===== config.mk =====
export PLATFORM = sky130hd
export DESIGN_NAME = ftp_extended_port_parser_flat
export DESIGN_NICKNAME = d
export VERILOG_FILES = /design/src/rtl/core/ftpep_pkg.sv /design/src/rtl/core/ftpep_if.sv /design/src/rtl/core/ftpep_front.sv /design/src/rtl/core/ftpep_queue.sv /design/src/rtl/core/ftpep_back.sv /design/src/rtl/core/ftp_extended_port_parser.sv /design/src/flat_wrapper.sv
export SDC_FILE = /design/constraint.sdc
export NUM_CORES = 1
export LEC_CHECK = 0
export BUFFER_PORTS_ARGS = -buffer_cell sky130_fd_sc_hd__buf_2
export CAP_MARGIN = 20
export CORE_MARGIN = 4
export CORE_UTILIZATION = 26
export CTS_CLUSTER_SIZE = 20
export DETAILED_ROUTE_END_ITERATION = 6
export PLACE_DENSITY = 0.44
export REMOVE_ABC_BUFFERS = 1
export SLEW_MARGIN = 20
export SYNTH_ARGS = -nofsm -noshare
export SYNTH_HDL_FRONTEND = slang
export SYNTH_SLANG_ARGS = --single-unit

===== constraint.sdc =====
create_clock -name clock -period 6.85 [get_ports clock]
set_input_delay 0.3425 -clock clock [delete_from_list [all_inputs] [get_ports clock]]
set_output_delay 0.3425 -clock clock [all_outputs]
set_load 0.01 [all_outputs]

===== src/rtl/core/ftpep_pkg.sv =====
// Shared constants, types and helper functions for the extended-port parser.
// No dependencies; every module of the block imports this package.
`default_nettype none

package ftpep_pkg;

   // Parse phases
   localparam logic [2:0] PH_DELIM  = 3'd0;
   localparam logic [2:0] PH_FAMILY = 3'd1;
   localparam logic [2:0] PH_OCTETS = 3'd2;
   localparam logic [2:0] PH_TAIL   = 3'd3;
   localparam logic [2:0] PH_PORT   = 3'd4;
   localparam logic [2:0] PH_DONE   = 3'd5;
   localparam logic [2:0] PH_FAILED = 3'd6;
   localparam logic [2:0] PH_DRAIN  = 3'd7;

   // Result status codes
   localparam logic [1:0] ST_OK      = 2'd0;
   localparam logic [1:0] ST_SYNTAX  = 2'd1;
   localparam logic [1:0] ST_FAMILY  = 2'd2;
   localparam logic [1:0] ST_HANDOFF = 2'd3;

   // Octet separator kinds
   localparam logic [1:0] SEP_NONE  = 2'd0;
   localparam logic [1:0] SEP_COMMA = 2'd1;
   localparam logic [1:0] SEP_DOT   = 2'd2;

   // Characters
   localparam logic [7:0] CH_ZERO  = 8'h30;
   localparam logic [7:0] CH_NINE  = 8'h39;
   localparam logic [7:0] CH_DOT   = 8'h2E;
   localparam logic [7:0] CH_COMMA = 8'h2C;

   // Limits
   localparam logic [16:0] ACC_MAX    = 17'd131071;
   localparam logic [16:0] OCTET_MAX  = 17'd255;
   localparam logic [16:0] PORT_MAX   = 17'd65535;
   localparam logic [16:0] FAMILY_MAX = 17'd255;
   localparam logic [7:0]  FAMILY_V4  = 8'd1;
   localparam logic [7:0]  FAMILY_V6  = 8'd2;

   // Queue between the classifier and the parser
   localparam int Q_DEPTH = 4;
   localparam int Q_PTR_W = $clog2(Q_DEPTH);

   // One classified byte
   typedef struct packed {
      logic [7:0] text_byte;
      logic       last_byte;
      logic       is_zero;
      logic       is_digit;
      logic       is_sep;
      logic       is_comma;
      logic [3:0] digit;
   } item_type;

   // Queue fill status
   typedef struct packed {
      logic empty;
      logic full;
   } q_status_type;

   // acc * 10 + digit, saturating at lim
   function automatic logic [16:0] acc_mac(input logic [16:0] acc,
                                           input logic [3:0]  dig,
                                           input logic [16:0] lim);
      logic [20:0] v;
      v = {1'b0, acc, 3'b000} + {3'b000, acc, 1'b0} + {17'd0, dig};
      return (v > {4'd0, lim}) ? lim : v[16:0];
   endfunction

endpackage

`default_nettype wire


===== src/rtl/core/ftpep_if.sv =====
// Valid/ready channel interfaces of the extended-port parser.
// Depends on nothing; used by the front end, the back end and the top level.
`default_nettype none

// Input text channel
interface ftpep_req_if;
   logic       valid;
   logic       ready;
   logic [7:0] text_byte;
   logic       last_byte;
   modport source (output valid, output text_byte, output last_byte, input ready);
   modport sink   (input valid, input text_byte, input last_byte, output ready);
endinterface

// Result channel
interface ftpep_rsp_if;
   logic        valid;
   logic        ready;
   logic [1:0]  status;
   logic [31:0] ipv4_address;
   logic [15:0] port_number;
   modport source (output valid, output status, output ipv4_address,
                   output port_number, input ready);
   modport sink   (input valid, input status, input ipv4_address,
                   input port_number, output ready);
endinterface

// Configuration write channel
interface ftpep_csr_if;
   logic valid;
   logic ready;
   logic v6_enabled;
   modport source (output valid, output v6_enabled, input ready);
   modport sink   (input valid, input v6_enabled, output ready);
endinterface

`default_nettype wire


===== src/rtl/core/ftpep_front.sv =====
// Front end: accepts text bytes and classifies each into a queue item.
// Depends on ftpep_pkg and ftpep_req_if.
`default_nettype none

module ftpep_front
   import ftpep_pkg::*;
(
   ftpep_req_if.sink    req_port,
   input  q_status_type q_status,
   output logic         push,
   output item_type     push_item
);

   // Accept whenever the queue has room
   assign req_port.ready = !q_status.full;
   assign push           = req_port.valid && !q_status.full;

   // Character classes
   always_comb begin
      push_item.text_byte = req_port.text_byte;
      push_item.last_byte = req_port.last_byte;
      push_item.is_zero   = (req_port.text_byte == 8'd0);
      push_item.is_digit  = (req_port.text_byte >= CH_ZERO) &&
                            (req_port.text_byte <= CH_NINE);
      push_item.is_comma  = (req_port.text_byte == CH_COMMA);
      push_item.is_sep    = (req_port.text_byte == CH_COMMA) ||
                            (req_port.text_byte == CH_DOT);
      push_item.digit     = req_port.text_byte[3:0];
   end

endmodule

`default_nettype wire


===== src/rtl/core/ftpep_queue.sv =====
// Short FIFO of classified items between the front end and the parser.
// Depends on ftpep_pkg.
`default_nettype none

module ftpep_queue
   import ftpep_pkg::*;
(
   input  logic         clock,
   input  logic         reset,
   input  logic         push,
   input  item_type     push_item,
   input  logic         pop,
   output item_type     pop_item,
   output q_status_type q_status
);

   localparam logic [Q_PTR_W-1:0] PTR_LAST = Q_PTR_W'(Q_DEPTH - 1);
   localparam logic [Q_PTR_W:0]   CNT_FULL = (Q_PTR_W + 1)'(Q_DEPTH);

   item_type            mem_ff [Q_DEPTH];
   logic [Q_PTR_W-1:0]  wr_ptr_ff, wr_ptr_in;
   logic [Q_PTR_W-1:0]  rd_ptr_ff, rd_ptr_in;
   logic [Q_PTR_W:0]    count_ff, count_in;

   assign q_status.empty = (count_ff == '0);
   assign q_status.full  = (count_ff == CNT_FULL);
   assign pop_item       = mem_ff[rd_ptr_ff];

   // Pointer and count updates
   always_comb begin
      wr_ptr_in = wr_ptr_ff;
      rd_ptr_in = rd_ptr_ff;
      count_in  = count_ff;
      if (push) begin
         wr_ptr_in = (wr_ptr_ff == PTR_LAST) ? '0 : wr_ptr_ff + 1'b1;
      end
      if (pop) begin
         rd_ptr_in = (rd_ptr_ff == PTR_LAST) ? '0 : rd_ptr_ff + 1'b1;
      end
      if (push && !pop) begin
         count_in = count_ff + 1'b1;
      end else if (pop && !push) begin
         count_in = count_ff - 1'b1;
      end
   end

   always_ff @(posedge clock) begin
      if (reset) begin
         wr_ptr_ff <= '0;
         rd_ptr_ff <= '0;
         count_ff  <= '0;
      end else begin
         wr_ptr_ff <= wr_ptr_in;
         rd_ptr_ff <= rd_ptr_in;
         count_ff  <= count_in;
      end
   end

   // Storage
   always_ff @(posedge clock) begin
      if (push) begin
         mem_ff[wr_ptr_ff] <= push_item;
      end
   end

endmodule

`default_nettype wire


===== src/rtl/core/ftpep_back.sv =====
// Back end: parser state machine, config register and result register.
// Depends on ftpep_pkg, ftpep_rsp_if and ftpep_csr_if.
`default_nettype none

module ftpep_back
   import ftpep_pkg::*;
(
   input  logic         clock,
   input  logic         reset,
   ftpep_rsp_if.source  rsp_port,
   ftpep_csr_if.sink    csr_port,
   input  q_status_type q_status,
   input  item_type     pop_item,
   output logic         pop
);

   logic        v6_en_ff;
   logic [2:0]  phase_ff,     phase_in;
   logic [7:0]  delim_ff,     delim_in;
   logic [7:0]  family_ff,    family_in;
   logic [1:0]  oct_idx_ff,   oct_idx_in;
   logic [1:0]  sep_kind_ff,  sep_kind_in;
   logic [16:0] accum_ff,     accum_in;
   logic [31:0] addr_ff,      addr_in;
   logic [1:0]  fail_ff,      fail_in;
   logic        dseen_ff,     dseen_in;

   logic        rsp_valid_ff, rsp_valid_in;
   logic [1:0]  status_ff,    status_in;
   logic [31:0] rsp_addr_ff,  rsp_addr_in;
   logic [15:0] rsp_port_ff,  rsp_port_in;

   logic        produce;
   logic        commit_ok;
   logic [31:0] commit_addr;
   logic [1:0]  kind;
   logic        is_delim;

   // Config register; always ready
   assign csr_port.ready = 1'b1;

   always_ff @(posedge clock) begin
      if (reset) begin
         v6_en_ff <= 1'b0;
      end else if (csr_port.valid) begin
         v6_en_ff <= csr_port.v6_enabled;
      end
   end

   // Helpers for the octet commit
   assign commit_ok   = dseen_ff && (accum_ff <= OCTET_MAX);
   assign commit_addr = {addr_ff[23:0], accum_ff[7:0]};
   assign kind        = pop_item.is_comma ? SEP_COMMA : SEP_DOT;
   assign is_delim    = (pop_item.text_byte == delim_ff);

   // Result only at end of text outside drain
   assign produce = (phase_ff != PH_DRAIN) && (pop_item.is_zero || pop_item.last_byte);
   assign pop     = !q_status.empty && (!produce || !rsp_valid_ff || rsp_port.ready);

   // Parser next state
   always_comb begin
      phase_in    = phase_ff;
      delim_in    = delim_ff;
      family_in   = family_ff;
      oct_idx_in  = oct_idx_ff;
      sep_kind_in = sep_kind_ff;
      accum_in    = accum_ff;
      addr_in     = addr_ff;
      fail_in     = fail_ff;
      dseen_in    = dseen_ff;
      status_in   = ST_SYNTAX;
      rsp_addr_in = '0;
      rsp_port_in = '0;

      // consume a nonzero byte
      if (!pop_item.is_zero) begin
         case (phase_ff)
            PH_DELIM: begin
               if (pop_item.is_digit || pop_item.is_sep) begin
                  fail_in  = ST_SYNTAX;
                  phase_in = PH_FAILED;
               end else begin
                  delim_in = pop_item.text_byte;
                  phase_in = PH_FAMILY;
               end
            end
            PH_FAMILY: begin
               if (pop_item.is_digit) begin
                  family_in = 8'(acc_mac({9'd0, family_ff}, pop_item.digit, FAMILY_MAX));
               end else if (is_delim) begin
                  if ((family_ff == FAMILY_V6) && v6_en_ff) begin
                     fail_in  = ST_HANDOFF;
                     phase_in = PH_FAILED;
                  end else if (family_ff != FAMILY_V4) begin
                     fail_in  = ST_FAMILY;
                     phase_in = PH_FAILED;
                  end else begin
                     phase_in = PH_OCTETS;
                  end
               end else begin
                  fail_in  = ST_SYNTAX;
                  phase_in = PH_FAILED;
               end
            end
            PH_OCTETS: begin
               if (pop_item.is_digit) begin
                  accum_in = acc_mac(accum_ff, pop_item.digit, ACC_MAX);
                  dseen_in = 1'b1;
               end else if (pop_item.is_sep && (oct_idx_ff != 2'd3) &&
                            (sep_kind_ff != SEP_NONE) && (sep_kind_ff != kind)) begin
                  fail_in  = ST_SYNTAX;
                  phase_in = PH_FAILED;
               end else if (pop_item.is_sep || (is_delim && (oct_idx_ff == 2'd3))) begin
                  if (!commit_ok) begin
                     fail_in  = ST_SYNTAX;
                     phase_in = PH_FAILED;
                  end else begin
                     addr_in    = commit_addr;
                     oct_idx_in = oct_idx_ff + 1'b1;
                     accum_in   = '0;
                     dseen_in   = 1'b0;
                     if (pop_item.is_sep) begin
                        if (oct_idx_ff == 2'd3) begin
                           phase_in = PH_TAIL;
                        end else begin
                           sep_kind_in = kind;
                        end
                     end else if (commit_addr == '0) begin
                        fail_in  = ST_SYNTAX;
                        phase_in = PH_FAILED;
                     end else begin
                        phase_in = PH_PORT;
                     end
                  end
               end else begin
                  fail_in  = ST_SYNTAX;
                  phase_in = PH_FAILED;
               end
            end
            PH_TAIL: begin
               if (pop_item.is_digit || pop_item.is_sep) begin
                  phase_in = PH_TAIL;
               end else if (is_delim && (addr_ff != '0)) begin
                  accum_in = '0;
                  phase_in = PH_PORT;
               end else begin
                  fail_in  = ST_SYNTAX;
                  phase_in = PH_FAILED;
               end
            end
            PH_PORT: begin
               if (pop_item.is_digit) begin
                  accum_in = acc_mac(accum_ff, pop_item.digit, ACC_MAX);
               end else if (is_delim && (accum_ff != '0) && (accum_ff <= PORT_MAX)) begin
                  phase_in = PH_DONE;
               end else begin
                  fail_in  = ST_SYNTAX;
                  phase_in = PH_FAILED;
               end
            end
            default: begin
               phase_in = phase_ff;
            end
         endcase
      end

      // end of text: form result, then clear
      if (produce) begin
         if (phase_in == PH_DONE) begin
            status_in   = ST_OK;
            rsp_addr_in = addr_in;
            rsp_port_in = accum_in[15:0];
         end else if (phase_in == PH_FAILED) begin
            status_in = fail_in;
         end
      end

      if (produce || ((phase_ff == PH_DRAIN) && pop_item.last_byte)) begin
         phase_in    = (pop_item.last_byte) ? PH_DELIM : PH_DRAIN;
         delim_in    = '0;
         family_in   = '0;
         oct_idx_in  = '0;
         sep_kind_in = SEP_NONE;
         accum_in    = '0;
         addr_in     = '0;
         fail_in     = ST_OK;
         dseen_in    = 1'b0;
      end else if (phase_ff == PH_DRAIN) begin
         phase_in = PH_DRAIN;
      end
   end

   // Parser state registers
   always_ff @(posedge clock) begin
      if (reset) begin
         phase_ff    <= PH_DELIM;
         delim_ff    <= '0;
         family_ff   <= '0;
         oct_idx_ff  <= '0;
         sep_kind_ff <= SEP_NONE;
         accum_ff    <= '0;
         addr_ff     <= '0;
         fail_ff     <= ST_OK;
         dseen_ff    <= 1'b0;
      end else if (pop) begin
         phase_ff    <= phase_in;
         delim_ff    <= delim_in;
         family_ff   <= family_in;
         oct_idx_ff  <= oct_idx_in;
         sep_kind_ff <= sep_kind_in;
         accum_ff    <= accum_in;
         addr_ff     <= addr_in;
         fail_ff     <= fail_in;
         dseen_ff    <= dseen_in;
      end
   end

   // Result register
   always_comb begin
      rsp_valid_in = rsp_valid_ff;
      if (pop && produce) begin
         rsp_valid_in = 1'b1;
      end else if (rsp_port.ready) begin
         rsp_valid_in = 1'b0;
      end
   end

   always_ff @(posedge clock) begin
      if (reset) begin
         rsp_valid_ff <= 1'b0;
      end else begin
         rsp_valid_ff <= rsp_valid_in;
      end
   end

   always_ff @(posedge clock) begin
      if (pop && produce) begin
         status_ff   <= status_in;
         rsp_addr_ff <= rsp_addr_in;
         rsp_port_ff <= rsp_port_in;
      end
   end

   assign rsp_port.valid        = rsp_valid_ff;
   assign rsp_port.status       = status_ff;
   assign rsp_port.ipv4_address = rsp_addr_ff;
   assign rsp_port.port_number  = rsp_port_ff;

endmodule

`default_nettype wire


===== src/rtl/core/ftp_extended_port_parser.sv =====
// Top level of the extended-port argument parser.
// Depends on ftpep_pkg, ftpep_if, ftpep_front, ftpep_queue and ftpep_back.
//
//   channel   dir  handshake          payload
//   req_port  in   valid/ready        text_byte[7:0], last_byte
//   rsp_port  out  valid/ready        status[1:0], ipv4_address[31:0], port_number[15:0]
//   csr_port  in   valid/ready        v6_enabled
//
// One byte per cycle sustained unless a result stalls; the parser state machine consumes one
// queued item per cycle but holds an item that ends a text while the last result waits. The
// byte that ends a text is stored in the queue, then popped into the result register.
// Reset (synchronous) empties the queue, clears parser state and sets v6_enabled to 0.
// A stalled result holds only the items that end a text; a four-entry queue absorbs input.
// csr_port is always ready.
`default_nettype none

module ftp_extended_port_parser
   import ftpep_pkg::*;
(
   input  wire          clock,
   input  wire          reset,
   ftpep_req_if.sink    req_port,
   ftpep_rsp_if.source  rsp_port,
   ftpep_csr_if.sink    csr_port
);

   q_status_type q_status;
   logic         push;
   logic         pop;
   item_type     push_item;
   item_type     pop_item;

   ftpep_front u_front (
      .req_port  (req_port),
      .q_status  (q_status),
      .push      (push),
      .push_item (push_item)
   );

   ftpep_queue u_queue (
      .clock     (clock),
      .reset     (reset),
      .push      (push),
      .push_item (push_item),
      .pop       (pop),
      .pop_item  (pop_item),
      .q_status  (q_status)
   );

   ftpep_back u_back (
      .clock     (clock),
      .reset     (reset),
      .rsp_port  (rsp_port),
      .csr_port  (csr_port),
      .q_status  (q_status),
      .pop_item  (pop_item),
      .pop       (pop)
   );

   // Accepted results carry a nonzero address and port
   a_ok_nonzero: assert property (@(posedge clock) disable iff (reset)
      (rsp_port.valid && (rsp_port.status == ST_OK)) |->
      ((rsp_port.ipv4_address != '0) && (rsp_port.port_number != '0)))
      else $error("accepted result with zero address or port");

   // Rejected results carry zero payload
   a_fail_zero: assert property (@(posedge clock) disable iff (reset)
      (rsp_port.valid && (rsp_port.status != ST_OK)) |->
      ((rsp_port.ipv4_address == '0) && (rsp_port.port_number == '0)))
      else $error("rejected result with nonzero payload");

   // Reset leaves the queue empty and no result pending
   a_reset_clear: assert property (@(posedge clock)
      reset |=> (q_status.empty && !rsp_port.valid))
      else $error("queue or result not cleared by reset");

   // The queue never reports empty and full together
   a_queue_sane: assert property (@(posedge clock) disable iff (reset)
      !(q_status.empty && q_status.full))
      else $error("queue both empty and full");

endmodule

`default_nettype wire


===== src/flat_wrapper.sv =====
// flat-port wrapper written by rule: the top's interface ports become plain ports
module ftp_extended_port_parser_flat import ftpep_pkg::*;
  (clock, reset, req_port_valid, req_port_text_byte, req_port_last_byte, req_port_ready, rsp_port_valid, rsp_port_status, rsp_port_ipv4_address, rsp_port_port_number, rsp_port_ready, csr_port_valid, csr_port_v6_enabled, csr_port_ready);
  ftpep_req_if req_port_i ();
  ftpep_rsp_if rsp_port_i ();
  ftpep_csr_if csr_port_i ();
  input  wire clock;
  input  wire reset;
  input wire logic [$bits(req_port_i.valid)-1:0] req_port_valid;
  input wire logic [$bits(req_port_i.text_byte)-1:0] req_port_text_byte;
  input wire logic [$bits(req_port_i.last_byte)-1:0] req_port_last_byte;
  output wire logic [$bits(req_port_i.ready)-1:0] req_port_ready;
  output wire logic [$bits(rsp_port_i.valid)-1:0] rsp_port_valid;
  output wire logic [$bits(rsp_port_i.status)-1:0] rsp_port_status;
  output wire logic [$bits(rsp_port_i.ipv4_address)-1:0] rsp_port_ipv4_address;
  output wire logic [$bits(rsp_port_i.port_number)-1:0] rsp_port_port_number;
  input wire logic [$bits(rsp_port_i.ready)-1:0] rsp_port_ready;
  input wire logic [$bits(csr_port_i.valid)-1:0] csr_port_valid;
  input wire logic [$bits(csr_port_i.v6_enabled)-1:0] csr_port_v6_enabled;
  output wire logic [$bits(csr_port_i.ready)-1:0] csr_port_ready;
  assign req_port_i.valid = req_port_valid;
  assign req_port_i.text_byte = req_port_text_byte;
  assign req_port_i.last_byte = req_port_last_byte;
  assign req_port_ready = req_port_i.ready;
  assign rsp_port_valid = rsp_port_i.valid;
  assign rsp_port_status = rsp_port_i.status;
  assign rsp_port_ipv4_address = rsp_port_i.ipv4_address;
  assign rsp_port_port_number = rsp_port_i.port_number;
  assign rsp_port_i.ready = rsp_port_ready;
  assign csr_port_i.valid = csr_port_valid;
  assign csr_port_i.v6_enabled = csr_port_v6_enabled;
  assign csr_port_ready = csr_port_i.ready;
  ftp_extended_port_parser u_core (.clock(clock), .reset(reset), .req_port(req_port_i), .rsp_port(rsp_port_i), .csr_port(csr_port_i));
endmodule

==> impl_metrics.py, run 1 <==
metrics = {
    "timing": {
        "tightest_slew_ps": 1069,
        "finalHoldViolCount": 0,
        "skew_ps": 12.17,
        "setup_violations": 0,
        "max_slew_margin": 0.2876,
        "max_freq_mhz": 203.4,
        "fin_tns_setup_ps": 0,
        "period_needed_ps": 4916,
        "slew_violations": 0,
        "timing.final.crit_share": 0.7177,
        "rsz0062_at_grt": "false",
        "layout_setup_ws_ps": 1934,
    },
    "cells_and_area": {
        "nets": 1071,
        "final_layout_size_suffix_gt1_frac": 0.1318,
        "final_area_um2": 11090,
        "area_growth_pct": 14.34,
        "fin_cells": 1477,
        "antenna-diode-count": 0,
    },
    "global_routing": {
        "grt_overflow": 0,
        "grt_use_total": 0.1197,
        "grt_pass1_vias": 7173,
        "antenna_found_initial": 0,
        "grt_max_degree": 68,
        "grt_first_pass_wirelength_mm": 39.60,
    },
    "floorplanning": {
        "coreArea_um2": 36700,
        "die_x_um": 201.2,
        "initial_core_util": 0.2644,
        "die_h_um": 201.2,
        "io-pin-count": 68,
        "rows": 70,
        "die-area_um2": 40470,
    },
    "placed_design": {
        "dp.cells": 1445,
        "dpl.hpwl_mm": 16.44,
        "gp_congestion": 0.8417,
        "post-place-ws_ps": 1899,
        "place_area_um2": 10530,
        "io_buffers": 66,
    },
    "pwr": {
        "pwr-share-comb": 0.378,
        "pwr-share-seq": 0.384,
        "p_per_area_nw_per_um2": 366.7,
        "p_int_mw": 2.441,
        "ir_worst_vdd_mv": 0.2303,
        "swShare": 0.3998,
        "power_switching_mw": 1.626,
        "clock_power_share": 0.238,
        "p_leak_nw": 4.251,
    },
    "clock_tree": {
        "root_buffer": "clkbuf_16",
        "worstSkewPairLatency_ps": 440,
        "cts-buffers-inserted": 17,
        "postCtsSetupBuffers": 0,
        "cts-hold-fix-buffers": 0,
        "htreeDepth": 4,
        "cts_resized": 0,
        "cts.sinks": 188,
        "cts_tree": "built",
        "cts.clk_slew.worst_paths_ps": 80,
        "clk_path_buf_depth": 2,
    },
    "critical_path": {
        "cp-end-kind": "flip-flop",
        "cp.required_ps": 7050,
        "crit_fanout": 23,
        "cp_slowest_stage_delay_ps": 630,
        "worst-setup-path-type": "reg2reg",
        "worstPathCellList": "buf_4 -> mux4_2 -> inv_1 -> fa_1 -> inv_1 -> ha_1 -> a211oi_1 -> o211ai_1 -> a41oi_1 -> o31ai_1 -> a311oi_1 -> mux2i_1 -> o2111ai_2 -> buf_4 -> o21ai_0 -> a21oi_1",
        "r2r_setup_slack_ps": 1930,
        "critPathTopFamily": "compound AO/OA/AOI/OAI gates",
        "crit_buf_inv": 4,
        "cp_slowest_cell": "mux4_2",
        "worstSetupStartpointType": "flip-flop",
        "arrival_ps": 5110,
    },
    "routing": {
        "dr.pass1.iters": 4,
        "drc": 0,
        "wl_met3_um": 907,
        "drt_iter0_markers": 534,
        "ant_nets": 0,
        "m1WireLength_mm": 11.76,
        "wl_per_cell_um": 16.38,
        "top_layer": "met4",
        "drt_wl_total_mm": 24.19,
        "dr_wl_met2_mm": 10.97,
        "vias": 7254,
        "drt-vias-per-instance": 4.911,
    },
    "synth": {
        "synth_async_sr_flop_share": 0,
        "ys_top_cells_by_count": "a21oi_1 (113), edfxtp_1 (102), nor2_1 (96)",
        "netlist_area_um2": 9702,
        "netlist.area_leader.share": 0.3157,
        "synth.avg_cell_area_um2": 10.19,
        "synth.area.top_cells": "edfxtp_1 (32%), dfxtp_1 (18%), ha_1 (7.1%), a21oi_1 (5.8%), mux2i_1 (3.7%)",
        "yosysWarnings": 0,
        "synth-main-ff-cell": "edfxtp_1",
        "synth.most_common_cell": "a21oi_1",
        "yosysTopAreaCell": "edfxtp_1",
        "yosysUniqueCellTypes": 65,
        "syn_inst": 952,
        "ys_ff_latch": 188,
        "seq_area_frac_synth": 0.4932,
        "synth_edf_count": 102,
    },
    "min_path": {
        "hp-class": "in2reg",
    },
    "run_status": {
        "status": "completed",
    },
    "flow_run": {
        "drv_cap": 0,
    },
}
==> worst paths after layout <==
check,from,cells past startpoint,endpoint
setup / recovery,flip-flop,16,u_core.u_back.rsp_port.port_number[7]
hold / removal,req_port_last_byte,1,u_core.u_queue.mem_ff[2][8]
setup reg to reg,flip-flop,16,u_core.u_back.rsp_port.port_number[7]
hold reg to reg,u_core.u_back.addr_ff[30],2,u_core.u_back.addr_ff[30]
==> per-stage QoR <==
| stage | hold WS (ps) | total power, mW | util |
|---|---|---|---|
| floorplan | 411.6 | 2.550 | - |
| global placement | 441.9 | 3.146 | 0.2864 |
| detailed placement | 455.4 | 3.154 | 0.2869 |
| CTS | 100.5 | 4.134 | 0.3023 |
| global route | 116.2 | 4.366 | 0.3023 |
| finish | 124.8 | 4.068 | 0.3023 |
==> placed cells by master (no fill, tap or decap), drive strengths merged, types with 4 or more instances in the layout <==
cell type	instances
mux4	13
ha	55
xor2	6
dfxtp	86
inv	37
nand2b	6
o2bb2ai	17
nor2b	6
buf	77
nand3	49
xnor2	21
nor2	96
a211oi	10
edfxtp	102
o21bai	4
nor3	10
and3	7
or3	4
clkbuf	18
nand4	5
nor4	14
a21oi	114
mux2i	36
a21o	13
o21ai	46
fa	5
o211ai	7
nand2	84
==> power groups by stage <==
stage          clock, mW  combinational (mW)  sequential (mW)
2_1_floorplan          0               0.864             1.69
3_3_place_gp           0                1.56             1.59
3_5_place_dp           0                1.56             1.59
4_1_cts             1.00                1.57             1.56
5_1_grt             1.04                1.73             1.59
6_report           0.968                1.54             1.56
==> registers in the layout, indices dropped and copies added, names as in the netlist, named ones only <==
| signal | flops |
|---|---|
| u_core.u_queue.count_ff | 3 |
| u_core.u_queue.mem_ff | 52 |
| u_core.u_back.phase_ff | 3 |
| u_core.u_back.fail_ff | 2 |
| u_core.u_back.delim_ff | 8 |
| u_core.u_back.sep_kind_ff | 2 |
| u_core.u_back.rsp_port.status | 2 |
| u_core.u_back.rsp_port.port_number | 16 |
| u_core.u_back.oct_idx_ff | 2 |
| u_core.u_back.family_ff | 8 |
| u_core.u_back.rsp_port.valid | 1 |
| u_core.u_back.rsp_port.ipv4_address | 32 |
| u_core.u_back.accum_ff | 17 |
| u_core.u_queue.rd_ptr_ff | 2 |
| u_core.u_back.v6_en_ff | 1 |
| u_core.u_queue.wr_ptr_ff | 2 |
| u_core.u_back.addr_ff | 32 |
| u_core.u_back.dseen_ff | 1 |
==> kinds of logic (layout without fill, tap and decap cells) <==
kind of cell	Yosys count	count (layout)	synth area share
and+or+nand+nor	300	300	0.1428
AOI/OAI and AO/OA	246	246	0.1562
DFF	188	188	0.4932
buffers and inverters	80	137	0.03353
adders and majority gates	61	61	0.08228
muxes	49	49	0.06732
xor gates and xnor gates	27	27	0.02437
other	1	1	0.0003865
==> metal layers <==
layer	global-route usage	vias to the layer above
met3	0.02401	31
li1	-	3619
met1	0.1668	3459
met2	0.1873	145
met4	0.03906	0
met5	0	-
==> cell type report <==
class / count / area [um2]
Inverter: 28 / 105.1
Multi-Input combinational cell: 684 / 4629
Sequential cell: 188 / 4785
Tap cell: 468 / 585.6
Clock inverter: 14 / 123.9
Fill cell: 3771 / 25600
Clock buffer: 18 / 439.2
Timing Repair Buffer: 77 / 425.4
Note: power is estimated with default switching activity, not from simulation.
==> inputs of run 2 (changes only) <==
==> constraint.sdc (replaced) <==
create_clock -name clock -period 4.6 [get_ports clock]
set_input_delay 0.23 -clock clock [delete_from_list [all_inputs] [get_ports clock]]
set_output_delay 0.23 -clock clock [all_outputs]
set_load 0.01 [all_outputs]
==> impl_metrics.py, run 2 (synthesis gave the netlist of run 1 again) <==
metrics = {
    "run_status": {
        "status": "completed",
    },
    "placed_design": {
        "dpl.hpwl_mm": 16.78,
        "dp.cells": 1454,
        "io_buffers": 66,
        "gp_congestion": 0.8522,
        "post-place-ws_ps": 58.12,
        "place_area_um2": 10600,
    },
    "global_routing": {
        "grt_max_degree": 51,
        "grt_first_pass_wirelength_mm": 40.41,
        "grt_overflow": 0,
        "grt_use_total": 0.1221,
        "grt_pass1_vias": 7297,
        "antenna_found_initial": 0,
    },
    "min_path": {
        "hold_depth": 1,
        "hold_path_end": "u_core.u_queue.mem_ff[3][15]",
        "hp-class": "in2reg",
        "hold_start": "req_port_text_byte[6]",
    },
    "timing": {
        "timing.final.crit_share": 0.9433,
        "tightest_slew_ps": 975.4,
        "max_freq_mhz": 230.4,
        "skew_ps": 17.71,
        "max_slew_margin": 0.3454,
        "layout_setup_ws_ps": 260.6,
        "finalHoldViolCount": 0,
        "hold_slack_ps": 46.04,
        "period_needed_ps": 4339,
        "setup_violations": 0,
        "slew_violations": 0,
    },
    "floorplanning": {
        "io-pin-count": 68,
        "initial_core_util": 0.2644,
        "die_h_um": 201.2,
        "die_x_um": 201.2,
        "die-area_um2": 40470,
        "rows": 70,
        "coreArea_um2": 36700,
    },
    "critical_path": {
        "r2r_end": "u_core.u_back.rsp_port.port_number[13]",
        "cp-end-kind": "flip-flop",
        "worst-setup-path-type": "reg2reg",
        "r2r_setup_slack_ps": 260,
        "r2r_cells": 16,
        "arrival_ps": 4510,
        "crit_fanout": 27,
        "cp.required_ps": 4770,
        "worstSetupStartpointType": "flip-flop",
    },
    "clock_tree": {
        "cts_tree": "built",
        "cts.sinks": 188,
        "htreeDepth": 4,
        "worstSkewPairLatency_ps": 440,
        "root_buffer": "clkbuf_16",
        "clk_path_buf_depth": 2,
        "cts-buffers-inserted": 17,
        "cts.clk_slew.worst_paths_ps": 70,
    },
    "cells_and_area": {
        "area_growth_pct": 16.38,
        "nets": 1087,
        "multi_input_area_um2": 4653,
        "antenna-diode-count": 0,
        "final_common_cell": "a21oi_1",
        "final_cell_mix": "a21oi_1 (112), edfxtp_1 (102), nor2_1 (95)",
        "fillers": 3776,
        "largest_reg_flops": 52,
        "final_layout_size_suffix_gt1_frac": 0.1454,
        "fin_cells": 1493,
        "regMostFlops": "u_core.u_queue.mem_ff",
        "final_area_um2": 11290,
        "register_area_um2": 4785,
    },
    "pwr": {
        "p_leak_nw": 4.354,
        "ir_worst_vdd_mv": 0.2984,
        "p_per_area_nw_per_um2": 551.1,
    },
    "routing": {
        "drt-vias-per-instance": 4.892,
        "dr.pass1.iters": 5,
        "drc": 0,
        "drt_wl_total_mm": 24.77,
        "drt_iter0_markers": 456,
        "wl_per_cell_um": 16.59,
        "ant_nets": 0,
        "vias": 7304,
    },
    "flow_run": {
        "drv_cap": 0,
    },
}
-- run 2: per-stage QoR --
stage          power [mW]  utilization  TNS, ps
3_3_place_gp        4.743       0.2888        0
4_1_cts             6.284       0.3055        0
3_5_place_dp        4.741       0.2888        0
6_report            6.223       0.3077        0
2_1_floorplan       3.797            -   -23860
5_1_grt             6.626       0.3077   -38.73
-- run 2: worst max-delay path: stages (launching register included) --
cell       delay (ps)
dfxtp_1           390
buf_8             210
mux4_2            590
ha_1              330
ha_1              250
fa_1              420
a21o_1            190
nand4_1           110
a21oi_1           110
o211ai_1          330
buf_4             170
a21oi_1            50
mux2i_1           220
o2111ai_4         190
buf_6             220
o21ai_0           210
a21oi_1           100
-- run 2: how the worst max path moves through the flow --
stage                                             end  slack [ps]
2_1_floorplan   u_core.u_back.rsp_port.port_number[0]        -490
3_3_place_gp   u_core.u_back.rsp_port.port_number[15]         240
3_5_place_dp   u_core.u_back.rsp_port.port_number[13]          60
4_1_cts        u_core.u_back.rsp_port.port_number[13]          50
5_1_grt        u_core.u_back.rsp_port.port_number[10]         -20
6_report       u_core.u_back.rsp_port.port_number[13]         260
-- run 2: final cells by class --
| type | count | area share |
|---|---|---|
| clock buffer | 20 | 0.04244 |
| clock inverter | 12 | 0.01097 |
| inverter | 28 | 0.009309 |
| multi-input combinational | 684 | 0.4121 |
| sequential | 188 | 0.4238 |
| tap | 468 | 0.05186 |
| timing repair buffer | 93 | 0.04953 |
-- run 2: timing repair --
item	in CTS	in global routing
endpoints found under the hold margin	4	0
gates resized for setup	0	7
buffers inserted	0	6
endpoints found under the setup margin	0	13
hold buffers	1	0
-- run 2: report_power, final --
| group | internal [mW] | total (mW) | leakage, nW | switching, mW |
|---|---|---|---|---|
| Combinational | 0.777 | 2.37 | 2.40 | 1.60 |
| Clock | 0.826 | 1.53 | 0.289 | 0.702 |
| Sequential | 2.18 | 2.32 | 1.66 | 0.142 |
-- run 2: per-layer routing --
| layer | routed length, um | part of all wire | track usage |
|---|---|---|---|
| met4 | 278 | 0.011 | 0.02759 |
| met1 | 12050 | 0.49 | 0.1675 |
| met5 | 0 | 0 | 0 |
| met2 | 11560 | 0.47 | 0.2010 |
| met3 | 874 | 0.035 | 0.02385 |
==> inputs of run 3 (changes only) <==
--- a/config.mk
+++ b/config.mk
@@ -7,11 +7,13 @@
 export LEC_CHECK = 0
 export BUFFER_PORTS_ARGS = -buffer_cell sky130_fd_sc_hd__buf_2
 export CAP_MARGIN = 20
+export CELL_PAD_IN_SITES_DETAIL_PLACEMENT = 0
+export CELL_PAD_IN_SITES_GLOBAL_PLACEMENT = 1
 export CORE_MARGIN = 4
 export CORE_UTILIZATION = 26
 export CTS_CLUSTER_SIZE = 20
 export DETAILED_ROUTE_END_ITERATION = 6
-export PLACE_DENSITY = 0.44
+export PLACE_DENSITY = 0.52
 export REMOVE_ABC_BUFFERS = 1
 export SLEW_MARGIN = 20
 export SYNTH_ARGS = -nofsm -noshare
==> constraint.sdc (replaced) <==
create_clock -name clock -period 4.6 [get_ports clock]
set_input_delay 0.23 -clock clock [delete_from_list [all_inputs] [get_ports clock]]
set_output_delay 0.23 -clock clock [all_outputs]
set_load 0.1 [all_outputs]
==> impl_metrics.py, run 3 (synthesis gave the netlist of run 1 again) <==
metrics = {
    "run_status": {
        "status": "completed",
    },
    "cells_and_area": {
        "fin_cells": 1490,
        "final_common_cell": "a21oi_1",
        "area_growth_pct": 15.26,
        "register_area_um2": 4786,
        "final_layout_size_suffix_gt1_frac": 0.1419,
        "final_util": 0.3047,
        "antenna-diode-count": 0,
        "multi_input_area_um2": 4629,
        "largest_reg_flops": 52,
        "fillers": 3810,
        "regMostFlops": "u_core.u_queue.mem_ff",
        "final_area_um2": 11180,
        "final_cell_mix": "a21oi_1 (112), edfxtp_1 (102), nor2_1 (95)",
        "nets": 1084,
    },
    "critical_path": {
        "arrival_ps": 4440,
        "crit_fanout": 24,
        "worstPathCellList": "mux4_2 -> inv_1 -> fa_1 -> inv_1 -> ha_1 -> a211oi_1 -> o211ai_1 -> a41oi_1 -> o31ai_1 -> a311oi_1 -> mux2i_1 -> o2111ai_2 -> buf_4 -> o21ai_0 -> a21oi_1",
        "crit_buf_inv": 3,
        "cp-end-kind": "flip-flop",
        "worstSetupStartpointType": "flip-flop",
        "cpMostUsedCell": "inv_1",
        "cp_slowest_stage_delay_ps": 580,
        "cp.required_ps": 4800,
        "worst-setup-path-type": "reg2reg",
        "cp_slowest_cell": "mux4_2",
        "critPathTopFamily": "compound AO/OA/AOI/OAI gates",
    },
    "clock_tree": {
        "root_buffer": "clkbuf_16",
        "clk_path_buf_depth": 2,
        "cts_tree": "built",
        "cts-buffers-inserted": 17,
        "htreeDepth": 4,
        "cts.sinks": 188,
        "worstSkewPairLatency_ps": 440,
        "cts.clk_slew.worst_paths_ps": 80,
    },
    "timing": {
        "finalHoldViolCount": 0,
        "max_freq_mhz": 235.9,
        "slew_violations": 0,
        "tightest_slew_ps": 906.5,
        "layout_setup_ws_ps": 360.2,
        "timing.final.crit_share": 0.9217,
        "skew_ps": 15.46,
        "hold_slack_ps": 34.06,
        "period_needed_ps": 4240,
        "rsz0062_at_grt": "false",
        "setup_violations": 0,
        "fin_tns_setup_ps": 0,
        "max_slew_margin": 0.3957,
    },
    "min_path": {
        "hp-class": "in2reg",
    },
    "routing": {
        "ant_nets": 0,
        "drt_wl_total_mm": 25.33,
        "drt_iter0_markers": 395,
        "drc": 0,
        "wl_per_cell_um": 17.00,
        "vias": 7275,
        "dr.pass1.iters": 4,
        "drt-vias-per-instance": 4.883,
    },
    "placed_design": {
        "dpl.hpwl_mm": 17.36,
        "post-place-ws_ps": 220.8,
        "place_area_um2": 10610,
        "gp_congestion": 0.7884,
        "io_buffers": 66,
        "dp.cells": 1455,
    },
    "flow_run": {
        "drv_cap": 0,
    },
    "floorplanning": {
        "io-pin-count": 68,
        "initial_core_util": 0.2644,
        "die_h_um": 201.2,
        "coreArea_um2": 36700,
        "rows": 70,
        "die-area_um2": 40470,
        "die_x_um": 201.2,
    },
    "pwr": {
        "finalPower_mw": 7.572,
        "p_leak_nw": 4.310,
        "ir_worst_vdd_mv": 0.3037,
        "p_per_area_nw_per_um2": 677.2,
    },
    "global_routing": {
        "grt_overflow": 0,
        "grt_max_degree": 51,
        "grt_pass1_vias": 7459,
        "antenna_found_initial": 0,
        "grt_use_total": 0.1254,
        "grt_first_pass_wirelength_mm": 41.19,
    },
}
run 3: layout make-up:
| cell class | instances | area share |
|---|---|---|
| clock inverters | 13 | 0.009623 |
| multi-input cells | 684 | 0.4140 |
| flip-flops and latches | 188 | 0.4280 |
| clock buffers | 19 | 0.03961 |
| inverters | 28 | 0.009399 |
| well taps | 468 | 0.05237 |
| repair buffers | 90 | 0.04700 |
run 3: per-layer routing:
| layer | GRT usage | vias up | routed length, um |
|---|---|---|---|
| li1 | - | 3629 | - |
| met1 | 0.1719 | 3506 | 12360 |
| met2 | 0.1989 | 108 | 11600 |
| met3 | 0.02385 | 32 | 695 |
| met4 | 0.04517 | 0 | 669 |
| met5 | 0 | - | 0 |
run 3: final timing paths:
check	to	slack, ps	cells past startpoint	from
setup / recovery	u_core.u_back.rsp_port.port_number[5]	360	15	flip-flop
hold / removal	u_core.u_back.v6_en_ff	30	3	csr_port_v6_enabled
setup reg to reg	u_core.u_back.rsp_port.port_number[5]	360	15	flip-flop
hold reg to reg	u_core.u_back.addr_ff[31]	470	2	u_core.u_back.addr_ff[31]
run 3: report_power, final:
| part | switching [mW] | internal, mW |
|---|---|---|
| Sequential | 0.156 | 2.18 |
| Clock | 0.694 | 0.720 |
| Combinational | 3.05 | 0.763 |
run 3: what timing repair did:
action / in CTS / in global routing
setup buffers: 0 / 2
hold endpoints to repair: 2 / 0
resized for setup: 0 / 1
setup endpoints to repair: 0 / 13
hold buffers: 1 / 0
run 3: worst register-to-register path, stage by stage, from the launching register on:
cell and delay [ps]:
dfxtp_2 380, mux4_2 580, inv_1 110, fa_1 380
inv_1 110, ha_1 250, a211oi_1 290, o211ai_1 180
a41oi_1 300, o31ai_1 150, a311oi_1 320, mux2i_1 250
o2111ai_2 140, buf_4 250, o21ai_0 230, a21oi_1 90
